File: src/design/sor_pkg.sv
`timescale 1ns / 1ps
`default_nettype none
package sor_pkg;

    localparam int MAX_SAMPLES = 256;
    // Holds the interval count n and the sample count n + 1.
    localparam int SW = $clog2(MAX_SAMPLES + 2);

    localparam int QUEUE_DEPTH = 2;
    localparam int QPTR_W = (QUEUE_DEPTH > 1) ? $clog2(QUEUE_DEPTH) : 1;
    localparam int QCNT_W = $clog2(QUEUE_DEPTH + 1);

    localparam int PADDR_W = 4;

    localparam int DIV_STEPS = 32;
    localparam int DSTEP_W = $clog2(DIV_STEPS);
    localparam int QUOT_W = 17;
    localparam int QSTEP_W = $clog2(QUOT_W);
    localparam int ROOT_STAGES = 32;

    localparam logic [30:0] SIZE_FLOOR = 31'd655;
    localparam logic [30:0] MARGIN_FLOOR = 31'd6554;
    localparam logic [30:0] MARGIN_RESET = 31'd65536;
    localparam logic [8:0] SAMPLES_RESET = 9'd16;
    localparam logic [17:0] ONE_Q16 = 18'd65536;
    localparam logic [23:0] TOTAL_MAX = 24'hFF_FFFF;

    typedef enum logic [1:0] {
        REG_MARGIN  = 2'd0,
        REG_DANGER  = 2'd1,
        REG_SAMPLES = 2'd2
    } sor_reg_t;

    typedef enum logic [1:0] {
        FR_IDLE,
        FR_DIV,
        FR_PUSH
    } sor_front_state_t;

    typedef enum logic [2:0] {
        BK_IDLE,
        BK_SWEEP,
        BK_DRAIN,
        BK_DIV,
        BK_RESULT
    } sor_back_state_t;

    // One classified obstacle, ready for the sampling back end.
    typedef struct packed {
        logic               skip;
        logic               danger;
        logic               last;
        logic               is_box;
        logic signed [31:0] sx;
        logic signed [31:0] sy;
        logic signed [31:0] cx;
        logic signed [31:0] cy;
        logic               negx;
        logic               negy;
        logic [31:0]        qx;
        logic [31:0]        qy;
        logic [SW-1:0]      rx;
        logic [SW-1:0]      ry;
        logic [SW-1:0]      n;
        logic [30:0]        hx;
        logic [30:0]        hy;
        logic [30:0]        margin;
    } sor_entry_t;

endpackage
`default_nettype wire

File: src/design/sor_in_if.sv
`timescale 1ns / 1ps
`default_nettype none
interface sor_in_if;
    logic               valid;
    logic               ready;
    logic signed [31:0] start_x;
    logic signed [31:0] start_y;
    logic signed [31:0] goal_x;
    logic signed [31:0] goal_y;
    logic signed [31:0] center_x;
    logic signed [31:0] center_y;
    logic [30:0]        extent_x;
    logic [30:0]        extent_y;
    logic               is_box;
    logic               is_danger;
    logic               last_obstacle;

    modport source (
        output valid, start_x, start_y, goal_x, goal_y, center_x, center_y,
               extent_x, extent_y, is_box, is_danger, last_obstacle,
        input  ready
    );
    modport sink (
        input  valid, start_x, start_y, goal_x, goal_y, center_x, center_y,
               extent_x, extent_y, is_box, is_danger, last_obstacle,
        output ready
    );
endinterface
`default_nettype wire

File: src/design/sor_front.sv
`timescale 1ns / 1ps
`default_nettype none
module sor_front
    import sor_pkg::*;
(
    input  wire logic        clk,
    input  wire logic        rst_n,
    sor_in_if.sink           in_ch,
    input  wire logic [30:0] margin_cfg,
    input  wire logic        danger_en,
    input  wire logic [8:0]  sample_count,
    output sor_entry_t       entry,
    output logic             entry_valid,
    input  wire logic        entry_ready
);

    sor_front_state_t   state_reg, state_next;
    sor_entry_t         entry_reg, entry_next;
    logic [DSTEP_W-1:0] step_reg, step_next;

    logic [SW-1:0]      n_val;
    logic [30:0]        margin_val;
    logic [30:0]        half_x, half_y;
    logic [32:0]        ddx, ddy, adx, ady;
    logic [SW:0]        trial_x, trial_y;
    logic               bit_x, bit_y;

    always_comb
    begin
        if (int'(sample_count) < 2)
        begin
            n_val = SW'(2);
        end
        else if (int'(sample_count) > MAX_SAMPLES)
        begin
            n_val = SW'(MAX_SAMPLES);
        end
        else
        begin
            n_val = SW'(sample_count);
        end
    end

    assign margin_val = (margin_cfg < MARGIN_FLOOR) ? MARGIN_FLOOR : margin_cfg;
    assign half_x = {1'b0, in_ch.extent_x[30:1]};
    assign half_y = {1'b0, in_ch.extent_y[30:1]};
    assign ddx = {in_ch.goal_x[31], in_ch.goal_x} - {in_ch.start_x[31], in_ch.start_x};
    assign ddy = {in_ch.goal_y[31], in_ch.goal_y} - {in_ch.start_y[31], in_ch.start_y};
    assign adx = ddx[32] ? (33'd0 - ddx) : ddx;
    assign ady = ddy[32] ? (33'd0 - ddy) : ddy;

    // One quotient bit per cycle of |delta| / n, both axes together.
    assign trial_x = {entry_reg.rx, entry_reg.qx[31]};
    assign trial_y = {entry_reg.ry, entry_reg.qy[31]};
    assign bit_x = (trial_x >= {1'b0, entry_reg.n});
    assign bit_y = (trial_y >= {1'b0, entry_reg.n});

    always_comb
    begin
        state_next = state_reg;
        entry_next = entry_reg;
        step_next = step_reg;
        in_ch.ready = (state_reg == FR_IDLE);
        entry_valid = (state_reg == FR_PUSH);
        unique case (state_reg)
            FR_IDLE:
            begin
                if (in_ch.valid)
                begin
                    entry_next.skip = in_ch.is_danger & ~danger_en;
                    entry_next.danger = in_ch.is_danger;
                    entry_next.last = in_ch.last_obstacle;
                    entry_next.is_box = in_ch.is_box;
                    entry_next.sx = in_ch.start_x;
                    entry_next.sy = in_ch.start_y;
                    entry_next.cx = in_ch.center_x;
                    entry_next.cy = in_ch.center_y;
                    entry_next.negx = ddx[32];
                    entry_next.negy = ddy[32];
                    entry_next.qx = adx[31:0];
                    entry_next.qy = ady[31:0];
                    entry_next.rx = '0;
                    entry_next.ry = '0;
                    entry_next.n = n_val;
                    if (in_ch.is_box)
                    begin
                        entry_next.hx = (half_x < SIZE_FLOOR) ? SIZE_FLOOR : half_x;
                    end
                    else
                    begin
                        entry_next.hx = (in_ch.extent_x < SIZE_FLOOR) ? SIZE_FLOOR
                                                                      : in_ch.extent_x;
                    end
                    entry_next.hy = (half_y < SIZE_FLOOR) ? SIZE_FLOOR : half_y;
                    entry_next.margin = margin_val;
                    step_next = '0;
                    state_next = (in_ch.is_danger & ~danger_en) ? FR_PUSH : FR_DIV;
                end
            end
            FR_DIV:
            begin
                entry_next.qx = {entry_reg.qx[30:0], bit_x};
                entry_next.qy = {entry_reg.qy[30:0], bit_y};
                entry_next.rx = bit_x ? SW'(trial_x - {1'b0, entry_reg.n}) : trial_x[SW-1:0];
                entry_next.ry = bit_y ? SW'(trial_y - {1'b0, entry_reg.n}) : trial_y[SW-1:0];
                step_next = step_reg + 1'b1;
                if (step_reg == DSTEP_W'(DIV_STEPS - 1))
                begin
                    state_next = FR_PUSH;
                end
            end
            FR_PUSH:
            begin
                if (entry_ready)
                begin
                    state_next = FR_IDLE;
                end
            end
            default:
            begin
                state_next = FR_IDLE;
            end
        endcase
    end

    always_ff @(posedge clk or negedge rst_n)
    begin
        if (!rst_n)
        begin
            state_reg <= FR_IDLE;
        end
        else
        begin
            state_reg <= state_next;
        end
    end

    always_ff @(posedge clk)
    begin
        entry_reg <= entry_next;
        step_reg <= step_next;
    end

    assign entry = entry_reg;

endmodule
`default_nettype wire

File: src/flat_wrapper.sv
// flat-port wrapper written by rule: the top's interface ports become plain ports
module sor_front_flat import sor_pkg::*;
  (clk, rst_n, margin_cfg, danger_en, sample_count, entry, entry_valid, entry_ready, in_ch_valid, in_ch_start_x, in_ch_start_y, in_ch_goal_x, in_ch_goal_y, in_ch_center_x, in_ch_center_y, in_ch_extent_x, in_ch_extent_y, in_ch_is_box, in_ch_is_danger, in_ch_last_obstacle, in_ch_ready);
  sor_in_if in_ch_i ();
  input  wire logic clk;
  input  wire logic rst_n;
  input  wire logic [30:0] margin_cfg;
  input  wire logic danger_en;
  input  wire logic [8:0] sample_count;
  output sor_entry_t entry;
  output logic entry_valid;
  input  wire logic entry_ready;
  input wire logic [$bits(in_ch_i.valid)-1:0] in_ch_valid;
  input wire logic [$bits(in_ch_i.start_x)-1:0] in_ch_start_x;
  input wire logic [$bits(in_ch_i.start_y)-1:0] in_ch_start_y;
  input wire logic [$bits(in_ch_i.goal_x)-1:0] in_ch_goal_x;
  input wire logic [$bits(in_ch_i.goal_y)-1:0] in_ch_goal_y;
  input wire logic [$bits(in_ch_i.center_x)-1:0] in_ch_center_x;
  input wire logic [$bits(in_ch_i.center_y)-1:0] in_ch_center_y;
  input wire logic [$bits(in_ch_i.extent_x)-1:0] in_ch_extent_x;
  input wire logic [$bits(in_ch_i.extent_y)-1:0] in_ch_extent_y;
  input wire logic [$bits(in_ch_i.is_box)-1:0] in_ch_is_box;
  input wire logic [$bits(in_ch_i.is_danger)-1:0] in_ch_is_danger;
  input wire logic [$bits(in_ch_i.last_obstacle)-1:0] in_ch_last_obstacle;
  output wire logic [$bits(in_ch_i.ready)-1:0] in_ch_ready;
  assign in_ch_i.valid = in_ch_valid;
  assign in_ch_i.start_x = in_ch_start_x;
  assign in_ch_i.start_y = in_ch_start_y;
  assign in_ch_i.goal_x = in_ch_goal_x;
  assign in_ch_i.goal_y = in_ch_goal_y;
  assign in_ch_i.center_x = in_ch_center_x;
  assign in_ch_i.center_y = in_ch_center_y;
  assign in_ch_i.extent_x = in_ch_extent_x;
  assign in_ch_i.extent_y = in_ch_extent_y;
  assign in_ch_i.is_box = in_ch_is_box;
  assign in_ch_i.is_danger = in_ch_is_danger;
  assign in_ch_i.last_obstacle = in_ch_last_obstacle;
  assign in_ch_ready = in_ch_i.ready;
  sor_front u_core (.clk(clk), .rst_n(rst_n), .in_ch(in_ch_i), .margin_cfg(margin_cfg), .danger_en(danger_en), .sample_count(sample_count), .entry(entry), .entry_valid(entry_valid), .entry_ready(entry_ready));
endmodule
File: config.mk
export PLATFORM = sky130hd
export DESIGN_NAME = sor_front_flat
export DESIGN_NICKNAME = d
export VERILOG_FILES = /design/src/design/sor_pkg.sv /design/src/design/sor_in_if.sv /design/src/design/sor_front.sv /design/src/flat_wrapper.sv
export SDC_FILE = /design/constraint.sdc
export NUM_CORES = 1
export LEC_CHECK = 0
export BUFFER_PORTS_ARGS = -buffer_cell sky130_fd_sc_hd__buf_2
export CORE_AREA = 2 2 244 246
export DETAILED_ROUTE_END_ITERATION = 8
export DIE_AREA = 0 0 246 248
export PLACE_DENSITY = 0.66
export SLEW_MARGIN = 20
export SYNTH_ARGS = -nofsm -noshare
export SYNTH_HDL_FRONTEND = slang
export SYNTH_SLANG_ARGS = --single-unit
File: constraint.sdc
create_clock -name clk -period 18.25 [get_ports clk]
set_input_delay 0.9125 -clock clk [delete_from_list [all_inputs] [get_ports clk]]
set_output_delay 0.9125 -clock clk [all_outputs]
set_load 0.05 [all_outputs]
==> metrics.txt <==
RSZ-0062 raised after global routing false; I/O pin count slightly above 600; CTS Buffer Depth 3; clock power share 22.1%; Core Region 0.05846 mm²; Cell Area, Placed 0.02217 mm²; Max stage delay on crit path 0.48 ns; Sink Count 324; EDFF count, synth ~320; Synth Register Bits 324; Worst Path Max Fanout 22; initial antenna violation count 16; compound-gate portion of the synthesized area 15.51%; vias in the first global route 15.24k; Clock Tree Root clkbuf_16; TritonRoute pass-1 iters 5; run status complete, no violations; cells after synthesis roughly 1.7k; post-CTS sizing 0; post-route setup TNS 0 ns; Placement Setup Slack around 13 ns; Synth Area in Simple Gates 14.66%; largest net degree at the start of global routing 78; Non-Filler Cell Area, Final ~0.023 mm²; count of pins over their slew limit 0; worst reg2reg path depth 4; Crit Path Category input pin to flip-flop; first-pass GRT wire length 87,240 µm; Starting Density 31.47%; cell breakdown of the critical path buf_2, inv_1, ha_1, a21o_1, a21oi_1, a41oi_1, and3_1, a211o_1, a211oi_1, nand2_1, mux2_2, inv_1, o21ai_0, xnor2_1, o21ai_0; share of flip-flops with an asynchronous set or reset 0.6173%; chip width 246 µm; WP data arrival 5.02 ns; fraction of layout cells with a size suffix above 1 31.16%; # DRC 0; count of final setup violators 0; area of the multi-input gates between 0.007 and 0.008 mm²; slowest CP cell inv_1; Net count, final 2,675; detail-routed via count per cell 5.047; GPL Wtd Cong 0.9098; CTS tree done; Filler cells approximately 5.7k; Pint 1.921 mW; Adder-Cell Fraction of Synth Area 6.284%; Tmin final between 4 and 5 ns; sw power 1.563 mW; sequential share of power roughly 34%; period utilisation layout 26.16%; post-synthesis cell area 0.01840 mm²; DRT antenna net count 0; GRT overflow 0; syn nets 2,103; area delta synth->final 27.60%; Net Sw Frac approximately 45%; Post-Syn Area per Cell 10.75 µm²; max FFs per register 317; worst-margin pin slew 0.9466 ns; Worst Hold Class input pin to asynchronous set/reset pin; Netlist cell types 91; fraction of synthesized area in multiplexers 1.265%; PD cells 148.4 mW/mm²; Final WS setup 13.48 ns; VDD IR-drop max 0.09635 mV; Max Clk Rate 209.5 MHz; GRT Total Usage 18.64%; Top FF cell, synth edfxtp_1; worst-skew pair later-pin latency 0.55 ns; Relative slew margins a little under two fifths; DR iter-0 viols 900; WL per Instance ~20 µm; site row count 89; Setup Skew between 0.015 and 0.02 ns; max-cap violation count 0; routed wire length a little over 60,000 µm; sequential-to-total area share from yosys stat 52.83%; endpoints failing hold 0; Leakage 10.09 nW; CP endpoint kind flip-flop; commonest non-fill, non-tap cell in the layout buf_2; combinational share of power around 44%; htree depth 2; Non-Filler Instances 3,093; die area 0.06101 mm²; YS warnings 0; Seq. cell area ~0.0097 mm²; most frequent cells in the layout buf_2, edfxtp_1, nand2_1; largest family of logic cells by synthesized area compound AO/OA/AOI/OAI gates; cts bufs inserted 40; I/O Buffers 619; clock-pin slew on the worst setup and hold paths approximately 0.060 ns; startpoint types input pin; CP required 18.50 ns; via count 15.61k; Chip Height 248 µm; # hold bufs at CTS 0; Setup Fix Bufs, Post-CTS 0; final HPWL from detailed placement 48,460 µm; xor/xnor share of the synthesized area 5.094%; Placed Cells 3,014
## routing by layer
metal | track usage [%] | vias to the layer above | part of all wire [%]
met5 | 0 | - | 0.021
met4 | 7.077 | 2 | 3.1
met3 | 4.109 | 105 | 6.8
met2 | 34.44 | 572 | 52
met1 | 20.78 | 7462 | 38
li1 | - | 7468 | -
## worst max-delay path: cells and delay by family
family	cells	cell delay (ns)
AOI/OAI and AO/OA	7	1.96
buffers and inverters	3	0.61
muxes	1	0.47
adders and majority gates	1	0.42
and+or+nand+nor	2	0.36
xor gates and xnor gates	1	0.24
## area by class of cell
class                      instances  area share [%]
clock buffer                      50           4.605
multi-input combinational       1180           33.79
antenna                            9         0.09594
sequential                       324           41.40
tap                              773           4.120
clock inverter                    20          0.7729
timing repair buffer             627           13.45
inverter                         110           1.759
## power groups by stage
stage | sequential (mW) | combinational (mW) | clock [mW]
2_1_floorplan | 1.82 | 0.550 | 0
3_3_place_gp | 1.18 | 1.52 | 0
3_5_place_dp | 1.19 | 1.54 | 0
4_1_cts | 1.18 | 1.55 | 0.795
5_1_grt | 1.20 | 1.65 | 0.816
6_report | 1.18 | 1.54 | 0.770
## cell families after synthesis
family                   count (synthesis)
AO/OA/AOI/OAI                          435
XOR/XNOR                               107
adder cells (fa/ha/maj)                 90
buffers and inverters                  207
flip-flops                             324
multiplexers                            23
other                                    1
AND/OR/NAND/NOR                        524
## synthesized netlist by cell type (all sizes together) (5+ instances only)
cell / number / area share (%)
a21boi: 11 / 0.45
a211o: 11 / 0.52
a21oi: 99 / 2.7
o211ai: 6 / 0.32
o31a: 5 / 0.24
o21ai: 129 / 3.5
a41oi: 6 / 0.29
nor3: 35 / 1.0
inv: 110 / 2.2
o21a: 20 / 0.82
nand2: 155 / 3.2
buf: 11 / 0.33
ha: 86 / 5.8
or4: 7 / 0.31
or3: 14 / 0.48
and2: 26 / 0.88
nor2b: 23 / 0.82
a31oi: 19 / 0.68
and3: 16 / 0.56
xnor2: 64 / 3.0
edfxtp: 322 / 53
nand3: 21 / 0.60
a21o: 26 / 1.1
o21bai: 6 / 0.24
or2: 9 / 0.31
xor2: 43 / 2.0
a22o: 25 / 1.2
o2111ai: 8 / 0.51
a22oi: 6 / 0.24
nand4: 26 / 0.88
mux2i: 21 / 1.1
o31ai: 10 / 0.41
nor4: 22 / 0.86
o41ai: 5 / 0.24
a211oi: 14 / 0.60
nor2: 103 / 2.1
and4: 7 / 0.33
nand2b: 36 / 1.2
clkbuf: 86 / 1.8
## final timing paths
kind                                                      start                              end  slack [ns]
worst min register to register      u_core.entry[179]$_DFFE_PP_      u_core.entry[180]$_DFFE_PP_        0.55
max in group asynchronous                                 rst_n  u_core.state_reg[0]$_DFFE_PN0P_       18.01
worst min-delay path                                      rst_n  u_core.state_reg[1]$_DFFE_PN0P_        0.14
worst max-delay path                           in_ch_start_x[4]      u_core.entry[161]$_DFFE_PP_       13.48
min in group clk                             in_ch_center_x[19]      u_core.entry[237]$_DFFE_PP_        0.54
worst max register to register  u_core.state_reg[1]$_DFFE_PN0P_       u_core.entry[81]$_DFFE_PP_       14.78
## through the flow
stage / power, mW / hold WS, ns / util, %
final: 3.484 / 0.1384 / 40.15
after floorplan: 2.366 / 0.5018 / -
after global placement: 2.702 / 0.5391 / 37.92
after global routing: 3.659 / 0.1110 / 40.15
after detailed placement: 2.730 / 0.5450 / 37.92
after CTS: 3.521 / 0.1016 / 40.08
Power figures use the tool's default switching activity.
