$ cat src/design/sor_pkg.sv
`timescale 1ns / 1ps
`default_nettype none
package sor_pkg;

    localparam int MAX_SAMPLES = 256;
    // Holds the interval count n and the sample count n + 1.
    localparam int SW = $clog2(MAX_SAMPLES + 2);

    localparam int QUEUE_DEPTH = 2;
    localparam int QPTR_W = (QUEUE_DEPTH > 1) ? $clog2(QUEUE_DEPTH) : 1;
    localparam int QCNT_W = $clog2(QUEUE_DEPTH + 1);

    localparam int PADDR_W = 4;

    localparam int DIV_STEPS = 32;
    localparam int DSTEP_W = $clog2(DIV_STEPS);
    localparam int QUOT_W = 17;
    localparam int QSTEP_W = $clog2(QUOT_W);
    localparam int ROOT_STAGES = 32;

    localparam logic [30:0] SIZE_FLOOR = 31'd655;
    localparam logic [30:0] MARGIN_FLOOR = 31'd6554;
    localparam logic [30:0] MARGIN_RESET = 31'd65536;
    localparam logic [8:0] SAMPLES_RESET = 9'd16;
    localparam logic [17:0] ONE_Q16 = 18'd65536;
    localparam logic [23:0] TOTAL_MAX = 24'hFF_FFFF;

    typedef enum logic [1:0] {
        REG_MARGIN  = 2'd0,
        REG_DANGER  = 2'd1,
        REG_SAMPLES = 2'd2
    } sor_reg_t;

    typedef enum logic [1:0] {
        FR_IDLE,
        FR_DIV,
        FR_PUSH
    } sor_front_state_t;

    typedef enum logic [2:0] {
        BK_IDLE,
        BK_SWEEP,
        BK_DRAIN,
        BK_DIV,
        BK_RESULT
    } sor_back_state_t;

    // One classified obstacle, ready for the sampling back end.
    typedef struct packed {
        logic               skip;
        logic               danger;
        logic               last;
        logic               is_box;
        logic signed [31:0] sx;
        logic signed [31:0] sy;
        logic signed [31:0] cx;
        logic signed [31:0] cy;
        logic               negx;
        logic               negy;
        logic [31:0]        qx;
        logic [31:0]        qy;
        logic [SW-1:0]      rx;
        logic [SW-1:0]      ry;
        logic [SW-1:0]      n;
        logic [30:0]        hx;
        logic [30:0]        hy;
        logic [30:0]        margin;
    } sor_entry_t;

endpackage
`default_nettype wire

$ cat src/design/sor_queue.sv
`timescale 1ns / 1ps
`default_nettype none
module sor_queue
    import sor_pkg::*;
(
    input  wire logic        clk,
    input  wire logic        rst_n,
    input  sor_entry_t       in_entry,
    input  wire logic        in_valid,
    output logic             in_ready,
    output sor_entry_t       out_entry,
    output logic             out_valid,
    input  wire logic        out_ready
);

    sor_entry_t        slot_reg [QUEUE_DEPTH];
    logic [QPTR_W-1:0] wr_ptr_reg, wr_ptr_next;
    logic [QPTR_W-1:0] rd_ptr_reg, rd_ptr_next;
    logic [QCNT_W-1:0] count_reg, count_next;
    logic              push, pop;

    assign in_ready = (count_reg != QCNT_W'(QUEUE_DEPTH));
    assign out_valid = (count_reg != '0);
    assign out_entry = slot_reg[rd_ptr_reg];
    assign push = in_valid & in_ready;
    assign pop = out_valid & out_ready;

    always_comb
    begin
        wr_ptr_next = wr_ptr_reg;
        rd_ptr_next = rd_ptr_reg;
        count_next = count_reg;
        if (push)
        begin
            wr_ptr_next = (wr_ptr_reg == QPTR_W'(QUEUE_DEPTH - 1)) ? '0 : wr_ptr_reg + 1'b1;
        end
        if (pop)
        begin
            rd_ptr_next = (rd_ptr_reg == QPTR_W'(QUEUE_DEPTH - 1)) ? '0 : rd_ptr_reg + 1'b1;
        end
        if (push && !pop)
        begin
            count_next = count_reg + 1'b1;
        end
        else if (pop && !push)
        begin
            count_next = count_reg - 1'b1;
        end
    end

    always_ff @(posedge clk or negedge rst_n)
    begin
        if (!rst_n)
        begin
            wr_ptr_reg <= '0;
            rd_ptr_reg <= '0;
            count_reg <= '0;
        end
        else
        begin
            wr_ptr_reg <= wr_ptr_next;
            rd_ptr_reg <= rd_ptr_next;
            count_reg <= count_next;
        end
    end

    always_ff @(posedge clk)
    begin
        if (push)
        begin
            slot_reg[wr_ptr_reg] <= in_entry;
        end
    end

endmodule
`default_nettype wire

$ cat config.mk
export PLATFORM = sky130hd
export DESIGN_NAME = sor_queue
export DESIGN_NICKNAME = d
export VERILOG_FILES = /design/src/design/sor_pkg.sv /design/src/design/sor_queue.sv
export SDC_FILE = /design/constraint.sdc
export NUM_CORES = 1
export LEC_CHECK = 0
export ABC_AREA = 1
export BUFFER_PORTS_ARGS = -buffer_cell sky130_fd_sc_hd__buf_4
export CORE_MARGIN = 8
export CORE_UTILIZATION = 42
export DETAILED_ROUTE_END_ITERATION = 8
export HOLD_SLACK_MARGIN = 0.02
export PLACE_DENSITY = 0.69
export SETUP_SLACK_MARGIN = 0.3
export SLEW_MARGIN = 20
export SYNTH_ARGS = -nofsm -noshare
export SYNTH_HDL_FRONTEND = slang
export SYNTH_SLANG_ARGS = --single-unit
$ cat constraint.sdc
create_clock -name clk -period 18 [get_ports clk]
set_clock_uncertainty 0.05 [all_clocks]
set_input_delay 1.8 -clock clk [delete_from_list [all_inputs] [get_ports clk]]
set_output_delay 1.8 -clock clk [all_outputs]
set_load 0.03 [all_outputs]
==> results of run 1 <==
[worst min path at each step]
stage,to,slack [ps],cells past startpoint
floorplan,count_reg[1]$_DFFE_PN0P_,410,2
global placement,count_reg[1]$_DFFE_PN0P_,430,2
detailed placement,count_reg[0]$_DFFE_PN0P_,440,1
CTS,count_reg[0]$_DFFE_PN0P_,450,1
global route,count_reg[0]$_DFFE_PN0P_,480,1
finish,count_reg[0]$_DFFE_PN0P_,450,1
[routing by layer]
| layer | up-vias | GRT usage, % | share of wire [%] |
|---|---|---|---|
| li1 | 7028 | - | - |
| met4 | 4 | 6.89 | 2.8 |
| met5 | - | 0 | 0.046 |
| met1 | 7167 | 21.6 | 37 |
| met3 | 95 | 7.23 | 11 |
| met2 | 670 | 32.1 | 50 |
[placed cells by master (no fill, tap or decap), drive strengths merged]
| cell type | Yosys | layout |
|---|---|---|
| nand2 | 964 | 964 |
| buf | 71 | 654 |
| edfxtp | 636 | 636 |
| clkbuf | 0 | 84 |
| clkinv | 0 | 30 |
| inv | 7 | 11 |
| diode | 0 | 6 |
| dfrtp | 4 | 4 |
| bufinv | 0 | 3 |
| nor2 | 2 | 2 |
| nand3 | 2 | 2 |
| clkinvlp | 0 | 2 |
| xnor2 | 1 | 1 |
| xor2 | 1 | 1 |
| nand4 | 1 | 1 |
| ha | 1 | 1 |
[metrics by stage]
stage	setup slack [ps]	utilization [%]
2_1_floorplan	1860	-
3_5_place_dp	12790	52.0
4_1_cts	12140	55.9
6_report	12410	56.0
3_3_place_gp	12800	52.0
5_1_grt	12190	56.0
[critical path, cell delays in order (launching register included)]
cell	delay (ps)
sky130_fd_sc_hd__dfrtp_4	920
sky130_fd_sc_hd__buf_4	850
sky130_fd_sc_hd__buf_4	530
sky130_fd_sc_hd__buf_16	300
sky130_fd_sc_hd__nand2_1	90
sky130_fd_sc_hd__nand2_1	140
sky130_fd_sc_hd__buf_4	180
[kinds of logic after synthesis]
group	count (synthesis)	share of synthesized area (%)
AND/OR/NAND/NOR	969	15.5
flip-flops	640	81.6
buffers and inverters	78	2.83
XOR/XNOR	2	0.0744
adder cells (fa/ha/maj)	1	0.0532
[layout make-up]
cell class | instances | area (sq um)
inverter | 7 | 33.8
timing repair buffer | 654 | 4950
clock buffer | 84 | 1850
fill | 4449 | 24300
tap | 748 | 936
antenna | 6 | 15.0
multi-input combinational | 972 | 3690
sequential | 640 | 19200
clock inverter | 39 | 305
[report_power, final]
part,total [uW],internal [uW],switching [uW]
combinational,2400,696,1700
clock,1340,776,563
sequential,2140,2040,96.8
total,5880,3510,2360
==> run_summary.xml, run 1 <==
<?xml version="1.0" encoding="UTF-8"?>
<metrics>
  <group name="detailed_routing">
    <metric name="wl_per_cell" unit="microns">20.1</metric>
    <metric name="ant_nets" unit="">0</metric>
    <metric name="post_drt_via_cell_ratio" unit="">4.75</metric>
    <metric name="drt_iter0_drc" unit="">1198</metric>
    <metric name="routed-via-count" unit="">14964</metric>
    <metric name="drt_first_pass_iters" unit="">8</metric>
    <metric name="drc_errors" unit="">0</metric>
    <metric name="final_wl" unit="mm">63.3</metric>
  </group>
  <group name="critical_path">
    <metric name="ff2ff_path_depth" unit="">6</metric>
    <metric name="critical_path.startpoint" unit="">rd_ptr_reg$_DFFE_PN0P_</metric>
    <metric name="classification_of_the_worst_setup_path" unit="">reg2out</metric>
    <metric name="critPathCapture" unit="">out_entry[168]</metric>
    <metric name="cp.required" unit="ps">16150</metric>
    <metric name="peak_fanout_along_the_critical_path" unit="">89</metric>
    <metric name="crit_path_dat" unit="ps">3740</metric>
    <metric name="reg2reg_to" unit="">slot_reg[1][99]$_DFFE_PP_</metric>
    <metric name="regToRegSetupSlack" unit="ps">14140</metric>
    <metric name="worst_setup_path_start_kind" unit="">flip-flop</metric>
    <metric name="cp-end-kind" unit="">primary output</metric>
    <metric name="worstReg2RegStart" unit="">count_reg[0]$_DFFE_PN0P_</metric>
  </group>
  <group name="global_route">
    <metric name="first_pass_grt_wire_length" unit="mm">92.2</metric>
    <metric name="antenna_found_initial" unit="">7</metric>
    <metric name="grtUsageTotal" unit="%">18.9</metric>
    <metric name="grt_pass1_vias" unit="">15428</metric>
    <metric name="grt_start_max_net_pins" unit="">161</metric>
    <metric name="global_route.overflow_total" unit="">0</metric>
  </group>
  <group name="synthesis">
    <metric name="synthesis.yosys.warnings" unit="">0</metric>
    <metric name="synthMostInstantiatedCell" unit="">sky130_fd_sc_hd__nand2_1</metric>
    <metric name="synth_area" unit="sq um">23500</metric>
    <metric name="yosys.area.top_type_share" unit="%">81.1</metric>
    <metric name="asyncSetResetFlopFracSynth" unit="%">0.625</metric>
    <metric name="synth_sequential_area_ratio" unit="%">81.6</metric>
    <metric name="synth_area_leader_cell" unit="">sky130_fd_sc_hd__edfxtp_1</metric>
    <metric name="mappedNetlistNets" unit="">2013</metric>
    <metric name="synthCells" unit="">1690</metric>
    <metric name="synth_top_flop_cell" unit="">sky130_fd_sc_hd__edfxtp_1</metric>
    <metric name="synth.ff_latch_count" unit="">640</metric>
    <metric name="synth.cells.most_frequent" unit="">964 x sky130_fd_sc_hd__nand2_1, 636 x sky130_fd_sc_hd__edfxtp_1, 31 x sky130_fd_sc_hd__buf_6, 29 x sky130_fd_sc_hd__buf_2</metric>
    <metric name="synthDistinctLibCells" unit="">16</metric>
    <metric name="synth.avg_cell_area" unit="sq um">13.9</metric>
    <metric name="synth-edff-count" unit="">636</metric>
    <metric name="ys_top_cells_by_area" unit="">sky130_fd_sc_hd__edfxtp_1 81%, sky130_fd_sc_hd__nand2_1 15%, sky130_fd_sc_hd__buf_6 1.5%, sky130_fd_sc_hd__buf_2 0.62%, sky130_fd_sc_hd__dfrtp_1 0.43%</metric>
  </group>
  <group name="outcome">
    <metric name="outcome" unit="">finished clean</metric>
  </group>
  <group name="clocking">
    <metric name="tritoncts.num_buffers" unit="">68</metric>
    <metric name="clk_path_buf_depth" unit="">3</metric>
    <metric name="cts_resized" unit="">0</metric>
    <metric name="htree_num_levels" unit="">3</metric>
    <metric name="clock_insertion_delay_at_the_later_pin_of_the_skew_report" unit="ps">580</metric>
    <metric name="cts_hold_buf" unit="">0</metric>
    <metric name="post-cts-setup-buffers" unit="">0</metric>
    <metric name="clockRootBuffer" unit="">sky130_fd_sc_hd__clkbuf_16</metric>
    <metric name="cts.reportedPaths.clkPinSlew" unit="ps">60</metric>
    <metric name="tritoncts_num_sinks" unit="">640</metric>
    <metric name="cts_tree" unit="">yes</metric>
  </group>
  <group name="sta">
    <metric name="worst_slew_pin_slew" unit="ps">1100</metric>
    <metric name="achievable-frequency" unit="GHz">0.179</metric>
    <metric name="setup_viol" unit="">0</metric>
    <metric name="finalWorstPathRequiredPeriod" unit="ps">5590</metric>
    <metric name="maxSlewHeadroom" unit="%">26.8</metric>
    <metric name="crit_share_post_route" unit="%">31.0</metric>
    <metric name="setup_tns" unit="ps">0</metric>
    <metric name="finalHoldViolCount" unit="">0</metric>
    <metric name="rsz0062_at_grt" unit="">false</metric>
    <metric name="report.final.slew_viol_count" unit="">0</metric>
    <metric name="hold_slack" unit="ps">452</metric>
  </group>
  <group name="placed_design">
    <metric name="placer_congestion_estimate" unit="">0.848</metric>
    <metric name="placedInstanceArea" unit="sq um">28800</metric>
    <metric name="cell_count_after_placement" unit="">3020</metric>
    <metric name="dp_hpwl" unit="mm">42.8</metric>
    <metric name="place.port_buffers" unit="">641</metric>
  </group>
  <group name="min_path">
    <metric name="hold_path_startpoint" unit="">count_reg[0]$_DFFE_PN0P_</metric>
    <metric name="hold_path_class" unit="">reg2reg</metric>
  </group>
  <group name="final_layout">
    <metric name="largest_reg_flops" unit="">636</metric>
    <metric name="fraction_of_final_layout_cells_sized_beyond_drive_strength_1" unit="%">31.6</metric>
    <metric name="final-instance-count-excl-fill" unit="">3150</metric>
    <metric name="synthToLayoutAreaGrowth" unit="%">31.6</metric>
    <metric name="stdcell_area" unit="sq um">31000</metric>
    <metric name="nNetsFinal" unit="">2666</metric>
  </group>
  <group name="floorplan">
    <metric name="core_region_area" unit="sq um">55300</metric>
    <metric name="floorplan.initialDensity" unit="%">42.6</metric>
    <metric name="io_pins" unit="">642</metric>
    <metric name="die_width" unit="microns">253</metric>
    <metric name="placement_rows" unit="">86</metric>
    <metric name="die_height" unit="microns">253</metric>
    <metric name="die-area" unit="sq um">63900</metric>
  </group>
  <group name="job">
    <metric name="cap_violations" unit="">0</metric>
  </group>
  <group name="power">
    <metric name="pd_cells" unit="nW/um^2">190</metric>
    <metric name="post-layout-total-power" unit="uW">5880</metric>
    <metric name="total_leakage_power" unit="uW">0.0131</metric>
    <metric name="vdd_drop_max" unit="uV">149</metric>
  </group>
</metrics>
No activity file was read; power rests on OpenSTA's default activity.
==> inputs of run 2 (changes only) <==
ABC_AREA = 0   (was 1)
PLACE_DENSITY = 0.72   (was 0.69)
clock period = 5 ns   (was 18 ns; I/O delays follow)
==> run 2 against run 1 <==
Compared with the run above:
- largest cell class unchanged
- combinational power grew to 3.3 times the previous value
- clock power grew to 3.4 times the previous value
- routed wire length is 3.1% lower
- total power grew to 3.4 times the previous value
- die area is 1.1% lower
- sequential share of layout area is 4.6 points lower
- worst setup slack worse by 11000 ps
- global-route usage is 0.29 points lower
- sequential cell count stayed put
==> run_summary.xml, run 2 <==
<?xml version="1.0" encoding="UTF-8"?>
<metrics>
  <group name="sta">
    <metric name="finalWorstPathRequiredPeriod" unit="ps">3330</metric>
    <metric name="setup_slack" unit="ps">1670</metric>
    <metric name="rsz0062_at_grt" unit="">false</metric>
    <metric name="achievable-frequency" unit="GHz">0.300</metric>
    <metric name="report.final.slew_viol_count" unit="">0</metric>
    <metric name="setup_viol" unit="">0</metric>
    <metric name="finalHoldViolCount" unit="">0</metric>
    <metric name="crit_share_post_route" unit="%">66.6</metric>
    <metric name="worst_slew_pin_slew" unit="ps">1030</metric>
    <metric name="maxSlewHeadroom" unit="%">31.3</metric>
  </group>
  <group name="global_route">
    <metric name="grt_pass1_vias" unit="">14589</metric>
    <metric name="grt_start_max_net_pins" unit="">108</metric>
    <metric name="antenna_found_initial" unit="">8</metric>
    <metric name="global_route.overflow_total" unit="">0</metric>
    <metric name="first_pass_grt_wire_length" unit="mm">89.4</metric>
    <metric name="grtUsageTotal" unit="%">18.6</metric>
  </group>
  <group name="detailed_routing">
    <metric name="detailroute.wirelength.met3" unit="mm">5.16</metric>
    <metric name="final_wl" unit="mm">61.3</metric>
    <metric name="wl_per_cell" unit="microns">22.2</metric>
    <metric name="drt_first_pass_iters" unit="">4</metric>
    <metric name="wirelength_met1" unit="mm">21.9</metric>
    <metric name="met2WireLength" unit="mm">32.4</metric>
    <metric name="ant_nets" unit="">0</metric>
    <metric name="top_layer_used" unit="">met5</metric>
    <metric name="post_drt_via_cell_ratio" unit="">4.77</metric>
    <metric name="drt_iter0_drc" unit="">723</metric>
    <metric name="routed-via-count" unit="">13192</metric>
    <metric name="drc_errors" unit="">0</metric>
  </group>
  <group name="synthesis">
    <metric name="synth.ff_latch_count" unit="">640</metric>
    <metric name="synth_area" unit="sq um">23300</metric>
    <metric name="synth.avg_cell_area" unit="sq um">23.1</metric>
    <metric name="synthDistinctLibCells" unit="">15</metric>
    <metric name="asyncSetResetFlopFracSynth" unit="%">0.625</metric>
    <metric name="synth-edff-count" unit="">636</metric>
    <metric name="synthCells" unit="">1007</metric>
    <metric name="synthMostInstantiatedCell" unit="">sky130_fd_sc_hd__edfxtp_1</metric>
    <metric name="mappedNetlistNets" unit="">1330</metric>
    <metric name="synth_sequential_area_ratio" unit="%">82.5</metric>
    <metric name="ys_top_cells_by_area" unit="">sky130_fd_sc_hd__edfxtp_1 82%, sky130_fd_sc_hd__mux2_2 15%, sky130_fd_sc_hd__buf_6 1.6%, sky130_fd_sc_hd__dfrtp_1 0.43%, sky130_fd_sc_hd__xnor2_1 0.11%</metric>
    <metric name="synth_area_leader_cell" unit="">sky130_fd_sc_hd__edfxtp_1</metric>
    <metric name="yosys.area.top_type_share" unit="%">82.1</metric>
    <metric name="synthesis.yosys.warnings" unit="">0</metric>
    <metric name="synth.cells.most_frequent" unit="">636 x sky130_fd_sc_hd__edfxtp_1, 318 x sky130_fd_sc_hd__mux2_2, 33 x sky130_fd_sc_hd__buf_6, 4 x sky130_fd_sc_hd__dfrtp_1, 3 x sky130_fd_sc_hd__xnor2_1</metric>
    <metric name="synth_top_flop_cell" unit="">sky130_fd_sc_hd__edfxtp_1</metric>
  </group>
  <group name="min_path">
    <metric name="hold_path_startpoint" unit="">in_entry[129]</metric>
    <metric name="hold_path_class" unit="">in2reg</metric>
    <metric name="whs_endpoint" unit="">slot_reg[1][129]$_DFFE_PP_</metric>
    <metric name="hold_depth" unit="">1</metric>
  </group>
  <group name="clocking">
    <metric name="tritoncts.num_buffers" unit="">68</metric>
    <metric name="htree_num_levels" unit="">3</metric>
    <metric name="clk_path_buf_depth" unit="">3</metric>
    <metric name="cts_resized" unit="">0</metric>
    <metric name="cts.reportedPaths.clkPinSlew" unit="ps">60</metric>
    <metric name="cts_tree" unit="">yes</metric>
    <metric name="clock_insertion_delay_at_the_later_pin_of_the_skew_report" unit="ps">580</metric>
    <metric name="clockRootBuffer" unit="">sky130_fd_sc_hd__clkbuf_16</metric>
    <metric name="tritoncts_num_sinks" unit="">640</metric>
  </group>
  <group name="critical_path">
    <metric name="cp.required" unit="ps">4450</metric>
    <metric name="max_stage_delay" unit="ps">1070</metric>
    <metric name="cp_top_family" unit="">flip-flops</metric>
    <metric name="classification_of_the_worst_setup_path" unit="">reg2out</metric>
    <metric name="regToRegSetupSlack" unit="ps">2530</metric>
    <metric name="peak_fanout_along_the_critical_path" unit="">75</metric>
    <metric name="worstReg2RegStart" unit="">count_reg[0]$_DFFE_PN0P_</metric>
    <metric name="ff2ff_path_depth" unit="">4</metric>
    <metric name="worst_setup_path_start_kind" unit="">flip-flop</metric>
    <metric name="reg2reg_to" unit="">slot_reg[0][225]$_DFFE_PP_</metric>
    <metric name="cp_cell_sequence" unit="">buf_12, mux2_2, buf_4</metric>
    <metric name="cp-end-kind" unit="">primary output</metric>
    <metric name="crit_path_dat" unit="ps">2780</metric>
    <metric name="buffers_inverters_on_critical_path" unit="">2</metric>
    <metric name="cp_slowest_cell" unit="">sky130_fd_sc_hd__dfrtp_4</metric>
  </group>
  <group name="floorplan">
    <metric name="io_pins" unit="">642</metric>
    <metric name="placement_rows" unit="">86</metric>
    <metric name="die_width" unit="microns">251</metric>
    <metric name="floorplan.initialDensity" unit="%">42.3</metric>
    <metric name="die-area" unit="sq um">63200</metric>
    <metric name="core_region_area" unit="sq um">55000</metric>
    <metric name="die_height" unit="microns">251</metric>
  </group>
  <group name="final_layout">
    <metric name="largest_reg_flops" unit="">636</metric>
    <metric name="postLayoutCoreUtil" unit="%">60.9</metric>
    <metric name="final-instance-count-excl-fill" unit="">2763</metric>
    <metric name="nNetsFinal" unit="">2284</metric>
    <metric name="stdcell_area" unit="sq um">33500</metric>
    <metric name="synthToLayoutAreaGrowth" unit="%">43.8</metric>
    <metric name="fraction_of_final_layout_cells_sized_beyond_drive_strength_1" unit="%">53.5</metric>
    <metric name="fillCellCount" unit="">3763</metric>
    <metric name="mostFrequentLayoutCells" unit="">659 x sky130_fd_sc_hd__buf_4, 636 x sky130_fd_sc_hd__edfxtp_1, 318 x sky130_fd_sc_hd__mux2_2</metric>
    <metric name="most_common_cell_after_layout_fill_and_taps_aside" unit="">sky130_fd_sc_hd__buf_4</metric>
  </group>
  <group name="placed_design">
    <metric name="placer_congestion_estimate" unit="">0.820</metric>
    <metric name="placedInstanceArea" unit="sq um">28900</metric>
    <metric name="place.port_buffers" unit="">641</metric>
    <metric name="dp_hpwl" unit="mm">40.6</metric>
    <metric name="preCtsSetupSlack" unit="ps">2250</metric>
    <metric name="cell_count_after_placement" unit="">2386</metric>
  </group>
  <group name="power">
    <metric name="total_leakage_power" unit="uW">0.0125</metric>
    <metric name="pd_cells" unit="nW/um^2">603</metric>
    <metric name="vdd_drop_max" unit="uV">498</metric>
    <metric name="post-layout-total-power" unit="uW">20200</metric>
  </group>
  <group name="job">
    <metric name="cap_violations" unit="">0</metric>
  </group>
  <group name="outcome">
    <metric name="outcome" unit="">finished clean</metric>
  </group>
</metrics>
-- run 2: report_power, final --
group,leakage [uW],switching [uW],total (uW),internal (uW)
sequential,0.00595,387,7720,7330
combinational,0.00559,4830,7940,3100
clock,0.000966,1970,4520,2550
total,0.0125,7190,20200,13000
-- run 2: metal layers --
layer | GRT usage, % | vias to the layer above
met5 | 0 | -
met4 | 7.00 | 4
met3 | 6.37 | 107
met2 | 33.5 | 552
met1 | 20.1 | 6581
li1 | - | 5948
-- run 2: final cells by class --
cell class                 count  area, sq um  share of cell area [%]
inverter                       1         3.75                  0.0112
clock buffer                  89         1800                    5.38
clock inverter                29          189                   0.565
tap                          748          936                    2.80
sequential                   640        19200                    57.4
timing repair buffer         919         7620                    22.8
antenna                        6         15.0                  0.0449
multi-input combinational    331         3700                    11.1
-- run 2: worst max-delay path by stage --
stage	slack [ps]	depth (start not counted)	start	to
2_1_floorplan	-840	3	count_reg[0]$_DFFE_PN0P_	slot_reg[0][0]$_DFFE_PP_
3_3_place_gp	2260	3	rd_ptr_reg$_DFFE_PN0P_	out_entry[126]
3_5_place_dp	2250	3	rd_ptr_reg$_DFFE_PN0P_	out_entry[126]
4_1_cts	1610	3	rd_ptr_reg$_DFFE_PN0P_	out_entry[126]
5_1_grt	1530	3	rd_ptr_reg$_DFFE_PN0P_	out_entry[100]
6_report	1670	3	rd_ptr_reg$_DFFE_PN0P_	out_entry[100]
-- run 2: what timing repair did --
item | CTS | global route
buffers inserted | 0 | 0
endpoints found under the hold margin | 491 | 0
hold buffers | 253 | 0
-- run 2: kinds of logic after synthesis --
kind of cell / Yosys count / share of synthesized area (%)
xor+xnor: 5 / 0.188
fa+ha+maj: 1 / 0.0538
buf+inv: 36 / 1.71
flops: 640 / 82.5
mux: 318 / 15.4
simple gates: 7 / 0.145
-- run 2: stage by stage --
stage | setup TNS, ps | hold WS [ps]
global placement | 0 | 249
floorplan | -266390 | 154
global route | 0 | 23.8
finish | 0 | 63.2
CTS | 0 | 20.1
detailed placement | 0 | 252
